$ cat config.mk
export PLATFORM = sky130hd
export DESIGN_NAME = fpa_queue
export DESIGN_NICKNAME = d
export VERILOG_FILES = /design/src/rtl/assert_macros.svh /design/src/rtl/fpa_pkg.sv /design/src/rtl/fpa_queue.sv
export SDC_FILE = /design/constraint.sdc
export NUM_CORES = 1
export LEC_CHECK = 0
export ABC_AREA = 1
export ABC_CLOCK_PERIOD_IN_PS = 6900
export BUFFER_PORTS_ARGS = -buffer_cell sky130_fd_sc_hd__buf_4
export CAP_MARGIN = 20
export CORE_ASPECT_RATIO = 0.9
export CORE_MARGIN = 2
export CORE_UTILIZATION = 41
export CTS_CLUSTER_SIZE = 40
export DETAILED_ROUTE_END_ITERATION = 10
export GPL_TIMING_DRIVEN = 0
export PLACE_DENSITY = 0.77
export SLEW_MARGIN = 20
export SYNTH_ARGS = -nofsm -noshare
export SYNTH_HDL_FRONTEND = slang
export SYNTH_SLANG_ARGS = --single-unit
$ cat constraint.sdc
create_clock -name clock -period 6.9 [get_ports clock]
set_input_delay 0.345 -clock clock [delete_from_list [all_inputs] [get_ports clock]]
set_output_delay 0.345 -clock clock [all_outputs]
set_load 0.01 [all_outputs]
$ cat src/rtl/assert_macros.svh
// Assertion macros for the RTL file that checks its own logic.
`ifndef ASSERT_MACROS_SVH
`define ASSERT_MACROS_SVH

// same-cycle implication
`define CHK_IMPLY(label, clk, rst, pre, post) \
   label: assert property (@(posedge clk) disable iff (rst) (pre) |-> (post)) \
      else $error("implication check failed");

// next-cycle implication
`define CHK_NEXT(label, clk, rst, pre, post) \
   label: assert property (@(posedge clk) disable iff (rst) (pre) |=> (post)) \
      else $error("next-cycle check failed");

`endif

$ cat src/rtl/fpa_pkg.sv
// Types, codes and constants of the fixed-point ALU.
`default_nettype none
package fpa_pkg;

   localparam int FRAC_DEFAULT  = 8;
   localparam int QUEUE_DEPTH   = 2;
   localparam int SHIFT_W       = 6;

   localparam logic [2:0] CMD_ADD = 3'd0;
   localparam logic [2:0] CMD_SUB = 3'd1;
   localparam logic [2:0] CMD_MUL = 3'd2;
   localparam logic [2:0] CMD_DIV = 3'd3;
   localparam logic [2:0] CMD_INC = 3'd4;
   localparam logic [2:0] CMD_DEC = 3'd5;
   localparam logic [2:0] CMD_CMP = 3'd6;

   localparam logic [1:0] ST_OK   = 2'd0;
   localparam logic [1:0] ST_OVF  = 2'd1;
   localparam logic [1:0] ST_UNF  = 2'd2;
   localparam logic [1:0] ST_DIV0 = 2'd3;

   typedef struct packed {
      logic [2:0]         command;
      logic signed [31:0] operand_a;
      logic signed [31:0] operand_b;
   } fpa_req_type;

   typedef struct packed {
      logic signed [31:0] result_value;
      logic               less_than;
      logic               equal_to;
      logic               greater_than;
      logic [1:0]         status;
   } fpa_rsp_type;

   // classified item as it waits in the queue
   typedef struct packed {
      logic [31:0]        a;
      logic [31:0]        ua;
      logic [31:0]        ub;
      logic               neg;
      logic               lt;
      logic               eq;
      logic               gt;
      logic [31:0]        result;
      logic [1:0]         status;
      logic               is_mul;
      logic               is_div;
      logic [SHIFT_W-1:0] s;
   } fpa_cls_type;

   // side information carried along the divider stages
   typedef struct packed {
      logic [31:0]        result;
      logic [1:0]         status;
      logic               lt;
      logic               eq;
      logic               gt;
      logic               is_div;
      logic               s_ge;
      logic [SHIFT_W-1:0] s;
      logic               neg;
   } fpa_side_type;

   typedef struct packed {
      logic empty;
      logic full;
   } fpa_qstat_type;

endpackage
`default_nettype wire

$ cat src/rtl/fpa_queue.sv
// Short queue of classified items between front and back end.
`default_nettype none
module fpa_queue #(
   parameter int DEPTH = fpa_pkg::QUEUE_DEPTH
) (
   input  logic                   clock,
   input  logic                   reset,
   input  logic                   push,
   input  fpa_pkg::fpa_cls_type   push_data,
   input  logic                   pop,
   output fpa_pkg::fpa_cls_type   pop_data,
   output fpa_pkg::fpa_qstat_type qstat
);

   localparam int PW = (DEPTH > 1) ? $clog2(DEPTH) : 1;
   localparam int CW = $clog2(DEPTH + 1);

   fpa_pkg::fpa_cls_type slots_ff [0:DEPTH-1];
   logic [PW-1:0] wr_ptr_ff;
   logic [PW-1:0] rd_ptr_ff;
   logic [CW-1:0] count_ff;
   logic [PW-1:0] wr_ptr_in;
   logic [PW-1:0] rd_ptr_in;
   logic [CW-1:0] count_in;

   assign qstat.empty = count_ff == '0;
   assign qstat.full  = count_ff == CW'(DEPTH);
   assign pop_data    = slots_ff[rd_ptr_ff];

   always_comb begin
      wr_ptr_in = wr_ptr_ff;
      rd_ptr_in = rd_ptr_ff;
      count_in  = count_ff;
      if (push) begin
         wr_ptr_in = (wr_ptr_ff == PW'(DEPTH - 1)) ? '0 : wr_ptr_ff + PW'(1);
      end
      if (pop) begin
         rd_ptr_in = (rd_ptr_ff == PW'(DEPTH - 1)) ? '0 : rd_ptr_ff + PW'(1);
      end
      if (push && !pop) count_in = count_ff + CW'(1);
      else if (pop && !push) count_in = count_ff - CW'(1);
   end

   always_ff @(posedge clock) begin
      if (reset) begin
         wr_ptr_ff <= '0;
         rd_ptr_ff <= '0;
         count_ff  <= '0;
      end else begin
         wr_ptr_ff <= wr_ptr_in;
         rd_ptr_ff <= rd_ptr_in;
         count_ff  <= count_in;
      end
   end

   always_ff @(posedge clock) begin
      if (push) slots_ff[wr_ptr_ff] <= push_data;
   end

endmodule
`default_nettype wire

Word level (Yosys, flattened, before mapping)
Memories as Yosys holds them, arrays and structs flattened. A register that Yosys moved wholly into a read port is not among the register bits.
Cells that the tools add are included.
Cells by class
  add/sub/neg operators: 4
  equal/unequal tests: 1
  mux-type cells: 8
  reduce and logical (&&, ||, !) cells: 6
Operators by type and width (number)
  1-bit two-way mux: 6
  2-bit two-way mux: 2
  1-bit adder, second input constant: 2
  2-bit by 1-bit adder with 2-bit output, second input constant: 1
  2-bit == test, second input constant: 1
  1-bit logical AND: 2
  1-bit logical NOT: 2
  2-bit logical NOT: 1
  2-bit nonzero test: 1
  2-bit by 1-bit subtractor with 2-bit output, second input constant: 1
Word-level totals
  flip-flop bits (word level): 4
  bits in writable memories: 284
  bits of input ports: 146
  output and inout port bits: 144
  word-level logic and storage cells: 23
  memories kept: 1
Memory list
  slots_ff: depth 2, width 142, rd ports 1, clocked after Yosys merged registers in 1, wr ports 1, RTL line fpa_queue.sv:18  | fpa_pkg::fpa_cls_type slots_ff [0:DEPTH-1];

Logic depth before layout (Yosys ltp)
  depth after elaboration: 4
  depth in mapped cells: 8
  depth with buffers taken out: 8

Worst setup path before layout
Ideal clock, no wire load.
  path type: input -> register
  start point: in push
  end point: mem slots_ff[0][0] in the netlist's numbering (enable)
  library setup time: 0.649 ns
  arrival time: 6.323 ns
  required time: 6.251 ns
  path slack: -0.072 ns
  stages: 2
  buffers on the path: 0
  cell sequence: inv_1 > nor2_1
On the way
  longest elaborated chain between the ends: 2
Ends and longest elaborated chain
  from (decl): RTL line fpa_queue.sv:8  | input logic push,
  1-bit two-way mux: RTL line fpa_queue.sv:57  | if (push) slots_ff[wr_ptr_ff] <= push_data;
  1-bit two-way mux (implied by the code): RTL line fpa_queue.sv:57
  to (decl): RTL line fpa_queue.sv:18
No other way between the ends.

==> summary.log <==
INFO  power_and_ir_drop peakVddDrop=0.199mV
INFO  detailed_routing drt-total-wl=23.4mm
INFO  die            die_w=175um
INFO  timing         setup_total_negative_slack=0ps
INFO  cells_and_area multi_input_area=0.00200sqmm
INFO  cells_and_area sequential_cell_area=0.00863sqmm
INFO  cells_and_area nNetsFinal=1092
INFO  grt            initial_antenna_violation_count=0
INFO  clocking       htreeDepth=1
INFO  logic_synthesis yosys.area_share.simple=0.568%
INFO  timing         min_period_over_period=32.5%
INFO  logic_synthesis async_reset_ff_share=0%
INFO  die            core_region_area=0.0260sqmm
INFO  detailed_routing dr.pass1.iters=4
INFO  power_and_ir_drop cell_int_power=0.00319W
INFO  logic_synthesis synthesis.yosys.warnings=0
INFO  placement      numPlacedInstances=1119
INFO  logic_synthesis ys_top_cells_by_area=edfxtp_1 (79%), mux2_4 (11%), mux2_2 (6.5%), buf_6 (1.0%), dfxtp_1 (0.93%)
INFO  critical_path  startpoint_type=flip-flop
INFO  die            floorplan.initialDensity=41.5%
INFO  die            rows=56
INFO  detailed_routing route.antenna.remaining_nets=0
INFO  clocking       clock_net_sink_count=289
INFO  cells_and_area layout-drive-gt1-share=50.8%
INFO  logic_synthesis primary_flip_flop_cell_chosen_by_synthesis_mapping=edfxtp_1
INFO  power_and_ir_drop sw_frac_of_total=21.7%
INFO  timing         max_clock_freq=446MHz
INFO  logic_synthesis synthMostInstantiatedCell=edfxtp_1
INFO  power_and_ir_drop comb_power_share=14.8%
INFO  logic_synthesis post_synth_instance_area=0.0108sqmm
INFO  timing         final_hold_viol_count=0
INFO  clocking       clk_transition_reported_paths=60ps
INFO  clocking       post_cts.resized_instances=0
INFO  logic_synthesis edff_count_synth=284
INFO  timing         finish_stage_setup_viols=0
INFO  grt            grt.total_usage=16.0%
INFO  cells_and_area post_layout_nonfiller_instances=1312
INFO  logic_synthesis synth_compound_gate_area_share=0.0927%
INFO  logic_synthesis synthCells=475
INFO  logic_synthesis synthesis.nets=622
INFO  cells_and_area fillerInstances=1819
INFO  logic_synthesis synth_area_per_cell=22.7squm
INFO  worst_hold_path hp-start=pop
INFO  cells_and_area n_diodes=0
INFO  timing         clock_skew=10.6ps
INFO  power_and_ir_drop pwr_density_cell=257mW/mm^2
INFO  placement      detailedPlacementHpwl=14.2mm
INFO  placement      gpl.final_weighted_congestion=0.773
INFO  power_and_ir_drop clock_power_share=34.7%
INFO  logic_synthesis synth_seq_area_share=79.9%
INFO  clocking       clock_latency=530ps
INFO  detailed_routing drt_drc_violations_left=0
INFO  critical_path  r2r-end=slots_ff[0][81]
INFO  worst_hold_path min_path_type=input pin to flip-flop
INFO  clocking       maximum_buffer_depth_of_the_clock_tree=3
INFO  clocking       cts_tree=yes
INFO  placement      placed_area=0.0136sqmm
INFO  critical_path  reg2reg_setup_slack=5010ps
INFO  logic_synthesis ys_ff_latch=289
INFO  timing         worst-slew-pin-transition=646ps
INFO  detailed_routing drtIter0Drc=329
INFO  power_and_ir_drop netSwitchingPower=0.000884W
INFO  logic_synthesis post_synth_most_frequent_cells=edfxtp_1 (284), mux2_4 (80), mux2_2 (62)
INFO  grt            first_global_vias=6482
INFO  logic_synthesis synth-xor-area-share=0.0811%
INFO  logic_synthesis synth_area_leader_cell=edfxtp_1
INFO  timing         rsz0062_at_grt=false
INFO  logic_synthesis synthMuxAreaShare=17.6%
INFO  logic_synthesis adder_and_majority_gate_portion_of_the_synthesized_area=0.116%
INFO  detailed_routing num_vias=6082
INFO  logic_synthesis synth_top_cell_area_share=79.0%
INFO  grt            grt_first_pass_wirelength=34.5mm
INFO  worst_hold_path timing.hold.worst_path_depth=3
INFO  detailed_routing routed_via_density=4.64
INFO  timing         finalWorstPathRequiredPeriod=2240ps
INFO  detailed_routing avgRoutedWirePerCell=17.8um
INFO  clocking       clk_root_buffer_cell=clkbuf_16
INFO  critical_path  reg2reg_depth=4
INFO  cells_and_area area_growth=46.8%
INFO  logic_synthesis dominant_combinational_cell_family_by_area_after_synthesis=multiplexers
INFO  power_and_ir_drop power.share.sequential=50.5%
INFO  logic_synthesis synthDistinctLibCells=16
INFO  placement      numPortBuffers=289
INFO  critical_path  end_kind=primary output
INFO  die            pin_count=290
INFO  critical_path  wp_data_arrival=1900ps
INFO  grt            grt_max_degree=76
INFO  die            floorplan.die_area=0.0276sqmm
INFO  power_and_ir_drop static-leakage-power=6.18nW
INFO  critical_path  crit_required=6550ps
INFO  timing         final-max-slew-violation-count=0
INFO  grt            globalRouteOverflowTotal=0
INFO  critical_path  setup.worst_path.class=flip-flop to primary output
INFO  critical_path  critPathMaxFanout=10
INFO  flow_run       max_cap_violations=0
INFO  die            die_y=158um
INFO  run_status     outcome=finished clean
INFO  critical_path  worstReg2RegStart=wr_ptr_ff
INFO  timing         slew-limit-headroom=56.8%
INFO  clocking       cts-buffers-inserted=29
INFO  cells_and_area postLayoutCellArea=0.0159sqmm
## flip-flops by register name, summed over array words and instances, names as in the netlist, named ones only
signal     flops
count_ff       2
wr_ptr_ff      1
slots_ff     284
rd_ptr_ff      1
## layer usage
| metal | track usage (%) | part of all wire (%) | up-vias |
|---|---|---|---|
| met3 | 3.48 | 5.6 | 40 |
| met4 | 4.64 | 2.8 | 0 |
| met5 | 0 | 0 | - |
| met2 | 29.6 | 53 | 209 |
| met1 | 18.6 | 39 | 3022 |
| li1 | - | - | 2811 |
## kinds of logic after synthesis
logic type / count (synthesis)
mux: 142
fa+ha+maj: 1
xor+xnor: 1
simple gates: 15
flops: 289
compound gates: 2
buf+inv: 25
## through the flow
stage               worst slack, ps  utilization [%]  hold slack, ps  total power, W
detailed placement             4830             52.3             501         0.00263
CTS                            4580             61.0            55.3         0.00411
global route                   4570             61.0            88.9         0.00422
finish                         4660             61.0            77.7         0.00408
floorplan                      2400                -             417         0.00236
global placement                170             51.6             496         0.00262
## cell usage in the layout, fill, tap and decap left out, drive strengths merged
| master | count |
|---|---|
| nand3 | 1 |
| edfxtp | 284 |
| nand2 | 5 |
| buf | 312 |
| dlygate4sd3 | 143 |
| bufinv | 1 |
| o21ai | 1 |
| clkinv | 8 |
| ha | 1 |
| inv | 9 |
| dfxtp | 5 |
| nand4 | 1 |
| nor3 | 1 |
| clkbuf | 41 |
| a21oi | 1 |
| mux2 | 142 |
| xnor2 | 1 |
| nor2 | 7 |
## critical path, cell delays in order, from the launching register on
cell	delay, ps
dfxtp_1	320
buf_6	140
buf_6	190
buf_6	230
mux2_4	320
buf_4	150
## power by group through the flow
stage | Sequential, W | Clock (W) | Combinational (W)
3_5_place_dp | 0.00209 | 0 | 0.000538
5_1_grt | 0.00206 | 0.00151 | 0.000642
6_report | 0.00206 | 0.00141 | 0.000605
2_1_floorplan | 0.00210 | 0 | 0.000265
4_1_cts | 0.00206 | 0.00144 | 0.000608
3_3_place_gp | 0.00210 | 0 | 0.000513
## layout make-up
cell class,count,area share [%]
plain buffers,16,0.900
clock buffers,41,4.86
clock inverters,9,0.410
inverters,9,0.260
multi-input cells,161,12.6
flip-flops and latches,289,54.4
well taps,348,2.75
repair buffers,439,23.8
## worst max path at each step
stage          slack, ps          endpoint       from
3_3_place_gp         170  slots_ff[0][101]       push
6_report            4660     pop_data[120]  flip-flop
4_1_cts             4580     pop_data[117]  flip-flop
3_5_place_dp        4830  slots_ff[0][101]       push
5_1_grt             4570     pop_data[117]  flip-flop
2_1_floorplan       2400    slots_ff[0][0]       push
## timing repair
action,in CTS,in global routing
hold buffers,143,0
hold endpoints to repair,287,0
setup buffers,0,0
Note: power is estimated with default switching activity, not from simulation.
