<file path="src/rtl/assert_macros.svh">
// Assertion macros for the RTL file that checks its own logic.
`ifndef ASSERT_MACROS_SVH
`define ASSERT_MACROS_SVH

// same-cycle implication
`define CHK_IMPLY(label, clk, rst, pre, post) \
   label: assert property (@(posedge clk) disable iff (rst) (pre) |-> (post)) \
      else $error("implication check failed");

// next-cycle implication
`define CHK_NEXT(label, clk, rst, pre, post) \
   label: assert property (@(posedge clk) disable iff (rst) (pre) |=> (post)) \
      else $error("next-cycle check failed");

`endif

</file>
<file path="src/rtl/fpa_pkg.sv">
// Types, codes and constants of the fixed-point ALU.
`default_nettype none
package fpa_pkg;

   localparam int FRAC_DEFAULT  = 8;
   localparam int QUEUE_DEPTH   = 2;
   localparam int SHIFT_W       = 6;

   localparam logic [2:0] CMD_ADD = 3'd0;
   localparam logic [2:0] CMD_SUB = 3'd1;
   localparam logic [2:0] CMD_MUL = 3'd2;
   localparam logic [2:0] CMD_DIV = 3'd3;
   localparam logic [2:0] CMD_INC = 3'd4;
   localparam logic [2:0] CMD_DEC = 3'd5;
   localparam logic [2:0] CMD_CMP = 3'd6;

   localparam logic [1:0] ST_OK   = 2'd0;
   localparam logic [1:0] ST_OVF  = 2'd1;
   localparam logic [1:0] ST_UNF  = 2'd2;
   localparam logic [1:0] ST_DIV0 = 2'd3;

   typedef struct packed {
      logic [2:0]         command;
      logic signed [31:0] operand_a;
      logic signed [31:0] operand_b;
   } fpa_req_type;

   typedef struct packed {
      logic signed [31:0] result_value;
      logic               less_than;
      logic               equal_to;
      logic               greater_than;
      logic [1:0]         status;
   } fpa_rsp_type;

   // classified item as it waits in the queue
   typedef struct packed {
      logic [31:0]        a;
      logic [31:0]        ua;
      logic [31:0]        ub;
      logic               neg;
      logic               lt;
      logic               eq;
      logic               gt;
      logic [31:0]        result;
      logic [1:0]         status;
      logic               is_mul;
      logic               is_div;
      logic [SHIFT_W-1:0] s;
   } fpa_cls_type;

   // side information carried along the divider stages
   typedef struct packed {
      logic [31:0]        result;
      logic [1:0]         status;
      logic               lt;
      logic               eq;
      logic               gt;
      logic               is_div;
      logic               s_ge;
      logic [SHIFT_W-1:0] s;
      logic               neg;
   } fpa_side_type;

   typedef struct packed {
      logic empty;
      logic full;
   } fpa_qstat_type;

endpackage
`default_nettype wire

</file>
<file path="src/rtl/fpa_front.sv">
// Front end: decodes an item, finishes the simple commands and prepares divide and multiply.
`default_nettype none
module fpa_front #(
   parameter int FRAC = fpa_pkg::FRAC_DEFAULT
) (
   input  fpa_pkg::fpa_req_type req,
   output fpa_pkg::fpa_cls_type cls
);

   logic [31:0] a;
   logic [31:0] b;
   logic [31:0] ua;
   logic [31:0] ub;
   logic [32:0] sum_w;
   logic [32:0] diff_w;
   logic [fpa_pkg::SHIFT_W-1:0] s_raw;
   logic [fpa_pkg::SHIFT_W-1:0] k;
   logic [fpa_pkg::SHIFT_W-1:0] s_adj;

   assign a  = req.operand_a;
   assign b  = req.operand_b;
   assign ua = a[31] ? (~a + 32'd1) : a;
   assign ub = b[31] ? (~b + 32'd1) : b;
   assign sum_w  = {a[31], a} + {b[31], b};
   assign diff_w = {a[31], a} - {b[31], b};

   // leading zeros of the dividend magnitude
   always_comb begin
      s_raw = fpa_pkg::SHIFT_W'(32);
      for (int i = 0; i < 32; i++) begin
         if (ua[i]) s_raw = fpa_pkg::SHIFT_W'(31 - i);
      end
   end

   // halvings of 2^FRAC/|b| until it reaches one: FRAC minus bit length of |b|-1
   always_comb begin
      k = '0;
      for (int j = 0; j <= FRAC; j++) begin
         if (ub <= (32'd1 << (FRAC - j))) k = fpa_pkg::SHIFT_W'(j);
      end
      s_adj = s_raw;
      if (ub < (32'd1 << FRAC)) begin
         s_adj = (s_raw > k) ? (s_raw - k) : '0;
      end
   end

   always_comb begin
      cls        = '0;
      cls.a      = a;
      cls.ua     = ua;
      cls.ub     = ub;
      cls.neg    = a[31] ^ b[31];
      cls.lt     = req.operand_a < req.operand_b;
      cls.eq     = a == b;
      cls.gt     = req.operand_a > req.operand_b;
      cls.result = a;
      cls.status = fpa_pkg::ST_OK;
      cls.s      = s_adj;
      unique case (req.command)
         fpa_pkg::CMD_ADD: begin
            if (sum_w[32:31] == 2'b01) cls.status = fpa_pkg::ST_OVF;
            else if (sum_w[32:31] == 2'b10) cls.status = fpa_pkg::ST_UNF;
            else cls.result = sum_w[31:0];
         end
         fpa_pkg::CMD_SUB: begin
            if (diff_w[32:31] == 2'b01) cls.status = fpa_pkg::ST_OVF;
            else if (diff_w[32:31] == 2'b10) cls.status = fpa_pkg::ST_UNF;
            else cls.result = diff_w[31:0];
         end
         fpa_pkg::CMD_MUL: begin
            if (a == '0 || b == '0) cls.result = '0;
            else cls.is_mul = 1'b1;
         end
         fpa_pkg::CMD_DIV: begin
            if (b == '0) cls.status = fpa_pkg::ST_DIV0;
            else if (a == '0) cls.result = '0;
            else cls.is_div = 1'b1;
         end
         fpa_pkg::CMD_INC: cls.result = a + 32'd1;
         fpa_pkg::CMD_DEC: cls.result = a - 32'd1;
         default: cls.result = a;
      endcase
   end

endmodule
`default_nettype wire

</file>
<file path="config.mk">
export PLATFORM = sky130hd
export DESIGN_NAME = fpa_front
export DESIGN_NICKNAME = d
export VERILOG_FILES = /design/src/rtl/assert_macros.svh /design/src/rtl/fpa_pkg.sv /design/src/rtl/fpa_front.sv
export SDC_FILE = /design/constraint.sdc
export NUM_CORES = 1
export LEC_CHECK = 0
export BUFFER_PORTS_ARGS = -buffer_cell sky130_fd_sc_hd__buf_2
export CAP_MARGIN = 20
export CORE_AREA = 2 2 105 158
export DETAILED_ROUTE_END_ITERATION = 8
export DIE_AREA = 0 0 107 160
export GPL_TIMING_DRIVEN = 0
export PLACE_DENSITY_LB_ADDON = 0.08
export SLEW_MARGIN = 20
export SYNTH_ARGS = -nofsm -noshare
export SYNTH_HDL_FRONTEND = slang
export SYNTH_SLANG_ARGS = --single-unit
</file>
<file path="constraint.sdc">
create_clock -name vclk -period 9.4
set_clock_uncertainty 0.15 [all_clocks]
set_input_delay 1.41 -clock vclk [all_inputs]
set_output_delay 1.41 -clock vclk [all_outputs]
set_load 0.05 [all_outputs]
</file>
Word level (Yosys, flattened, before mapping)
Index checks and enable logic that the tools add are counted.
{"block": "word_totals", "ff_bits": 0, "input_bits": 67, "output_inout_bits": 142, "elab_cells": 99}
{"block": "op_classes", "add_sub_neg": 7, "magnitude_cmp": 12, "eq_ne": 10, "muxes": 63, "bitwise": 3, "reduce_logical": 4}
{"operator": "2-to-1 mux 32 bit", "count": 9}
{"operator": "2-to-1 mux 6 bit", "count": 41}
{"operator": "one-hot mux 32 bit (6 select lines)", "count": 1}
{"operator": "adder 32 x 1 -> 32 bit (second input constant)", "count": 3}
{"operator": "zero test 32 bit", "count": 2}
{"operator": "inverter 32 bit", "count": 2}
{"operator": "adder 32 x 32 -> 33 bit", "count": 1}
{"operator": "subtractor 32 x 32 -> 33 bit", "count": 1}
{"operator": "== test 32 bit", "count": 1}
{"operator": "> comparator 32 bit", "count": 1}
{"operator": "<= comparator 32 x 1 -> 1 bit (second input constant)", "count": 1}
{"operator": "<= comparator 32 x 2 -> 1 bit (second input constant)", "count": 1}
{"operator": "<= comparator 32 x 3 -> 1 bit (second input constant)", "count": 1}
{"operator": "<= comparator 32 x 4 -> 1 bit (second input constant)", "count": 1}
{"operator": "<= comparator 32 x 5 -> 1 bit (second input constant)", "count": 1}
{"operator": "<= comparator 32 x 6 -> 1 bit (second input constant)", "count": 1}
{"operator": "<= comparator 32 x 7 -> 1 bit (second input constant)", "count": 1}
{"operator": "<= comparator 32 x 8 -> 1 bit (second input constant)", "count": 1}
{"operator": "less-than comparator 32 bit", "count": 1}
{"operator": "less-than comparator 32 x 9 -> 1 bit (second input constant)", "count": 1}
{"operator": "subtractor 32 x 1 -> 32 bit (second input constant)", "count": 1}
{"operator": "2-to-1 mux 2 bit", "count": 5}
{"operator": "== test 3 x 2 -> 1 bit (second input constant)", "count": 2}
{"operator": "== test 3 bit (second input constant)", "count": 2}
{"operator": "other kinds (10)", "count": 17}

Logic depth before layout (Yosys ltp)
Gate-level depths: netlist of run 1.
{"block": "depth", "word_depth": 38, "ltp_mapped": 22, "ltp_nobuf": 21}

Worst setup path after synthesis of run 1
OpenSTA, ideal clock, no wires.
{"block": "synth_timing", "path_kind": "in2out", "from": "input port req[10] (netlist name)", "to": "output port cls[0] (netlist name)", "t_arrival_ns": 6.629, "t_required_ns": 7.840, "slack_ns": 1.211, "path_stages": 17, "path_buffers": 1, "cell_sequence": "or4_4 -> nand4b_4 -> nor3_1 -> nand2_1 -> nor4_1 -> or4_1 -> or4_1 -> and4bb_1 -> buf_6 -> o21a_1 -> ha_1 -> inv_1 -> fa_1 -> a21o_1 -> a21oi_1 -> a21o_1 -> mux2i_1"}
{"element": "start, declared", "line": "fpa_front.sv:6", "rtl": "input fpa_pkg::fpa_req_type req,"}
{"element": "end, declared", "line": "fpa_front.sv:7", "rtl": "output fpa_pkg::fpa_cls_type cls"}

==> impl_metrics.yaml, run 1 <==
global_route:
  grt_pass1_vias: 10900
  grt_pass1_wl_mm: 56.4
  antenna_found_initial: 1
  gr-total-overflow: 0
  grt_max_degree: 32
  grt.total_usage_pct: 41.2
timing:
  tightest_slew_ns: 1.29
  hold_violations: 0
  rsz0062_at_grt: "no"
  timing.slew.headroom_pct: 12.9
  period_share_pct: 89.5
  final-setup-viol-count: 0
  fmax_mhz: 119
  period_minus_slack_ns: 8.41
  slew_violations: 0
  setup_tns_ns: 0
detailed_routing:
  dr_total_vias: 11700
  wl_per_cell_um: 20.3
  first_iter_violations: 961
  wirelength_mm: 36.6
  drtAntennaViolNets: 0
  drc: 0
  vias_per_cell: 6.48
  drt_pass1_iterations: 6
synth:
  ys_seq_area_share_pct: 0
  synth_nets: 1558
  ys_warn_count: 0
  yosysTopAreaCellShare_pct: 14.2
  syn_area_per_cell_um2: 6.50
  synth_area_leaders: "ha_1 14%, xnor2_1 6.6%, a21oi_1 6.2%"
  synth_common_cells: "119 x nand2_1, 111 x a21oi_1, 105 x nor2_1"
  yosysMostFrequentCell: "nand2_1"
  syn_area_mm2: 0.00900
  synth_cell_types: 87
  synthCells: 1385
  yosysTopAreaCell: "ha_1"
finish:
  seq_cell_count: 0
  n_fill_cell: 1592
  ff_latch_area_um2: 0
  finalCoreUtilization_pct: 64.9
  num-nets-final: 1768
  syn2layout_area_growth_pct: 14.7
  clkbuf_count: 0
  layout-drive-gt1-share_pct: 18.5
hold_path:
  hold_class: "in2out"
  whs_endpoint: "cls[60]"
  hp-start: "req[14]"
  hold_path_depth: 3
worst_setup_path:
  arrival_ns: 6.85
  endpoint_kind: "primary output"
  slowest_delay_ns: 0.65
  critPathBufInv: 6
  start_kind: "input port"
  path_max_fanout: 10
  slowest_stage: "buf_1"
  crit_family: "buffers and inverters"
  crit_chain: "buf_2, clkbuf_1, inv_1, ha_1, fa_1, nor2b_1, o21bai_1, a31oi_1, a2111oi_0, or3b_1, and3_1, mux2i_1, clkbuf_1, buf_1, o2bb2ai_1, o21ai_0, nand3_1, buf_2"
  crit_required_ns: 7.84
  critical_path_class: "in2out"
floorplanning:
  die_h_um: 160
  io_pins: 209
  die_w_um: 107
  dieArea_mm2: 0.0171
  row_count: 57
  initial_utilization_pct: 56.6
  core_mm2: 0.0159
power:
  powerDensity_mw_per_mm2: 83.9
  ir_drop_v: 0.0000696
  power_leakage_nw: 4.74
clock_network:
  ctsResizeCount: 0
  postCtsSetupRepairBufs: 0
  ctsHoldBuffers: 0
status:
  outcome: "finished, final reports clean"
placement:
  portBuffers: 207
  dp_hpwl_mm: 30.4
  gp_congestion: 1.03
flow_run:
  drv_cap: 0
cell usage in the layout, fill, tap and decap left out, types with 14 or more instances in the layout:
master	count
a221oi_1	14
a22oi_1	18
o22ai_1	15
o31ai_1	27
buf_4	34
xnor2_1	68
nand2b_1	18
nand2_1	119
a21oi_1	111
nor3_1	38
nor2b_1	16
o21a_1	17
o21bai_1	20
ha_1	102
o21ai_0	102
nor2_1	104
a31oi_1	16
xor2_1	27
clkbuf_1	62
or2_2	14
a21o_1	42
buf_2	212
or3_1	16
inv_1	101
nand3_1	35
cells by family (layout without fill, tap and decap cells):
kind of cell / Yosys count / after routing / share of synthesized area (%)
AO/OA/AOI/OAI: 517 / 517 / 38.7
XOR/XNOR: 95 / 95 / 9.25
adder cells (fa/ha/maj): 108 / 108 / 15.3
buffers and inverters: 210 / 418 / 10.5
multiplexers: 12 / 12 / 1.40
other: 0 / 1 / 0
AND/OR/NAND/NOR: 443 / 443 / 24.9
tightest hold or removal path, stage by stage:
cell	delay [ns]
buf_2	0.12
xnor2_1	0.09
buf_2	0.21
worst max-delay path by stage:
| stage | startpoint | to | depth (start not counted) |
|---|---|---|---|
| floorplan | req[10] | cls[0] | 17 |
| finish | req[32] | cls[18] | 18 |
| global placement | req[65] | cls[40] | 18 |
| CTS | req[1] | cls[1] | 23 |
| detailed placement | req[1] | cls[1] | 23 |
| global route | req[1] | cls[1] | 23 |
per-layer routing:
metal / track usage, % / share of wire (%) / wire length (um) / up-vias
met4: 32.8 / 9.9 / 3610 / 0
met1: 45.5 / 36 / 13000 / 5342
met3: 4.98 / 7.4 / 2700 / 178
met5: 0 / 0 / 0 / -
met2: 70.1 / 47 / 17300 / 631
li1: - / - / - / 5513
metrics by stage:
step	cell area (um^2)	hold WS, ns	total power [W]	std cells	worst slack [ns]
after CTS	10300	3.09	0.000850	1799	1.13
after detailed placement	10300	3.09	0.000847	1799	1.16
final	10300	3.09	0.000866	1800	0.991
after global routing	10300	3.10	0.000924	1800	0.621
after floorplan	9000	2.84	0.000627	1385	1.21
after global placement	10300	3.09	0.000838	1798	0.380
report_power, final:
group          switching [W]     internal [W]
combinational       0.000613         0.000253
clock                      0  0.0000000000142
sequential                 0                0
total               0.000613         0.000253
final cells by class:
type | count | area (um^2) | area share, %
plain buffers | 109 | 566 | 5.48
well taps | 206 | 258 | 2.50
diodes | 1 | 2.50 | 0.0242
multi-input cells | 1175 | 8060 | 78.1
repair buffers | 208 | 1060 | 10.2
inverters | 101 | 379 | 3.67
(Power assumes the default switching activity.)
==> run 2, diff against run 1 <==
- CELL_PAD_IN_SITES_DETAIL_PLACEMENT: default -> 0
- CELL_PAD_IN_SITES_GLOBAL_PLACEMENT: default -> 1
- CORE_AREA: 2 2 105 158 -> 2 2 126 189
- DIE_AREA: 0 0 107 160 -> 0 0 128 191
- clock period: 9.4 -> 9.66 ns (I/O delays scaled with it)
==> impl_metrics.yaml, run 2 (synthesis results as in run 1) <==
global_route:
  antenna_found_initial: 1
  grt_pass1_vias: 10500
  grt_max_degree: 27
  grt_pass1_wl_mm: 58.1
  gr-total-overflow: 0
  grt.total_usage_pct: 30.1
floorplanning:
  die_w_um: 128
  row_count: 68
  initial_utilization_pct: 39.5
  dieArea_mm2: 0.0244
  core_mm2: 0.0228
  io_pins: 209
  die_h_um: 191
power:
  power_leakage_nw: 4.74
  powerDensity_mw_per_mm2: 81.1
  ir_drop_v: 0.0000500
timing:
  timing.slew.headroom_pct: 21.6
  period_minus_slack_ns: 8.58
  slew_violations: 0
  hold_violations: 0
  final-setup-viol-count: 0
  rsz0062_at_grt: "no"
  tightest_slew_ns: 1.15
  period_share_pct: 88.8
  setup_tns_ns: 0
  fmax_mhz: 117
finish:
  seq_cell_count: 0
  n_antenna_cell: 0
  num-nets-final: 1768
  syn2layout_area_growth_pct: 15.9
  finalNonFillerCells: 1873
  ff_latch_area_um2: 0
  layout_commonest_cell: "buf_2"
  n_fill_cell: 2586
  layout-drive-gt1-share_pct: 18.6
  clkbuf_count: 0
  layout_common_cells: "212 x buf_2, 119 x nand2_1, 111 x a21oi_1, 104 x nor2_1"
flow_run:
  drv_cap: 0
detailed_routing:
  drt_pass1_iterations: 5
  vias_per_cell: 6.06
  dr_total_vias: 11400
  wl_per_cell_um: 20.7
  first_iter_violations: 752
  wirelength_mm: 38.7
  drc: 0
  drtAntennaViolNets: 0
clock_network:
  postCtsSetupRepairBufs: 0
  ctsHoldBuffers: 0
  ctsResizeCount: 0
placement:
  portBuffers: 207
  dp_hpwl_mm: 32.7
  gp_congestion: 0.954
  dp_cells: 1873
worst_setup_path:
  arrival_ns: 6.98
  critical_path_class: "in2out"
  endpoint_kind: "primary output"
  crit_required_ns: 8.06
  start_kind: "input port"
  path_max_fanout: 10
hold_path:
  hold_class: "in2out"
status:
  outcome: "finished, final reports clean"
==> run 2: where the power goes <==
part           internal, W  switching, W  leakage [nW]
registers                0             0             0
logic             0.000247      0.000599          4.74
clock network            0             0             0
==> run 2: stage by stage <==
| stage | instance area (um^2) | worst slack, ns | hold slack, ns | total power [W] | utilization (%) |
|---|---|---|---|---|---|
| 6_report | 10400 | 1.08 | 3.16 | 0.000846 | 45.7 |
| 5_1_grt | 10400 | 0.746 | 3.20 | 0.000905 | 45.7 |
| 4_1_cts | 10400 | 1.12 | 3.17 | 0.000839 | 45.7 |
| 3_5_place_dp | 10400 | 1.15 | 3.17 | 0.000835 | 45.7 |
| 3_3_place_gp | 10400 | 0.230 | 3.17 | 0.000832 | 45.5 |
| 2_1_floorplan | 9000 | 1.39 | 2.92 | 0.000610 | - |
==> run 2: routing by layer <==
layer  wire length, um  vias to the layer above  share of wire [%]  GRT usage (%)
met5                13                        -              0.034              0
met4              2470                        2                6.4           16.4
met3              1760                       87                4.5           1.82
met2             19300                      431                 50           55.5
met1             15200                     5326                 39           34.3
li1                  -                     5510                  -              -
==> run 2: critical path, stage by stage <==
cell and delay (ns):
buf_2 0.15, clkbuf_1 0.37, inv_1 0.19, ha_1 0.31
nand2b_1 0.18, xnor2_1 0.17, o21bai_1 0.18, a21boi_0 0.13
o21ba_2 0.22, o31ai_1 0.26, a21oi_1 0.13, o31ai_1 0.27
a21boi_0 0.14, o21ai_0 0.87, ha_1 0.28, inv_1 0.06
fa_1 0.39, a21o_1 0.17, a21oi_1 0.24, a41oi_1 0.10
a21o_1 0.22, nand3_1 0.08, o21ai_0 0.10, buf_2 0.28
==> run 2: worst paths after layout <==
| kind | start | end | slack [ns] | depth (start not counted) |
|---|---|---|---|---|
| setup / recovery | req[32] | cls[1] | 1.08 | 24 |
| hold / removal | req[18] | cls[64] | 3.16 | 3 |
==> run 2: cell type report <==
type / count / area, um^2 / area share (%)
timing repair buffer: 208 / 1060 / 10.2
multi-input combinational: 1175 / 8070 / 77.4
tap: 280 / 350 / 3.36
buffer: 109 / 566 / 5.42
inverter: 101 / 379 / 3.64
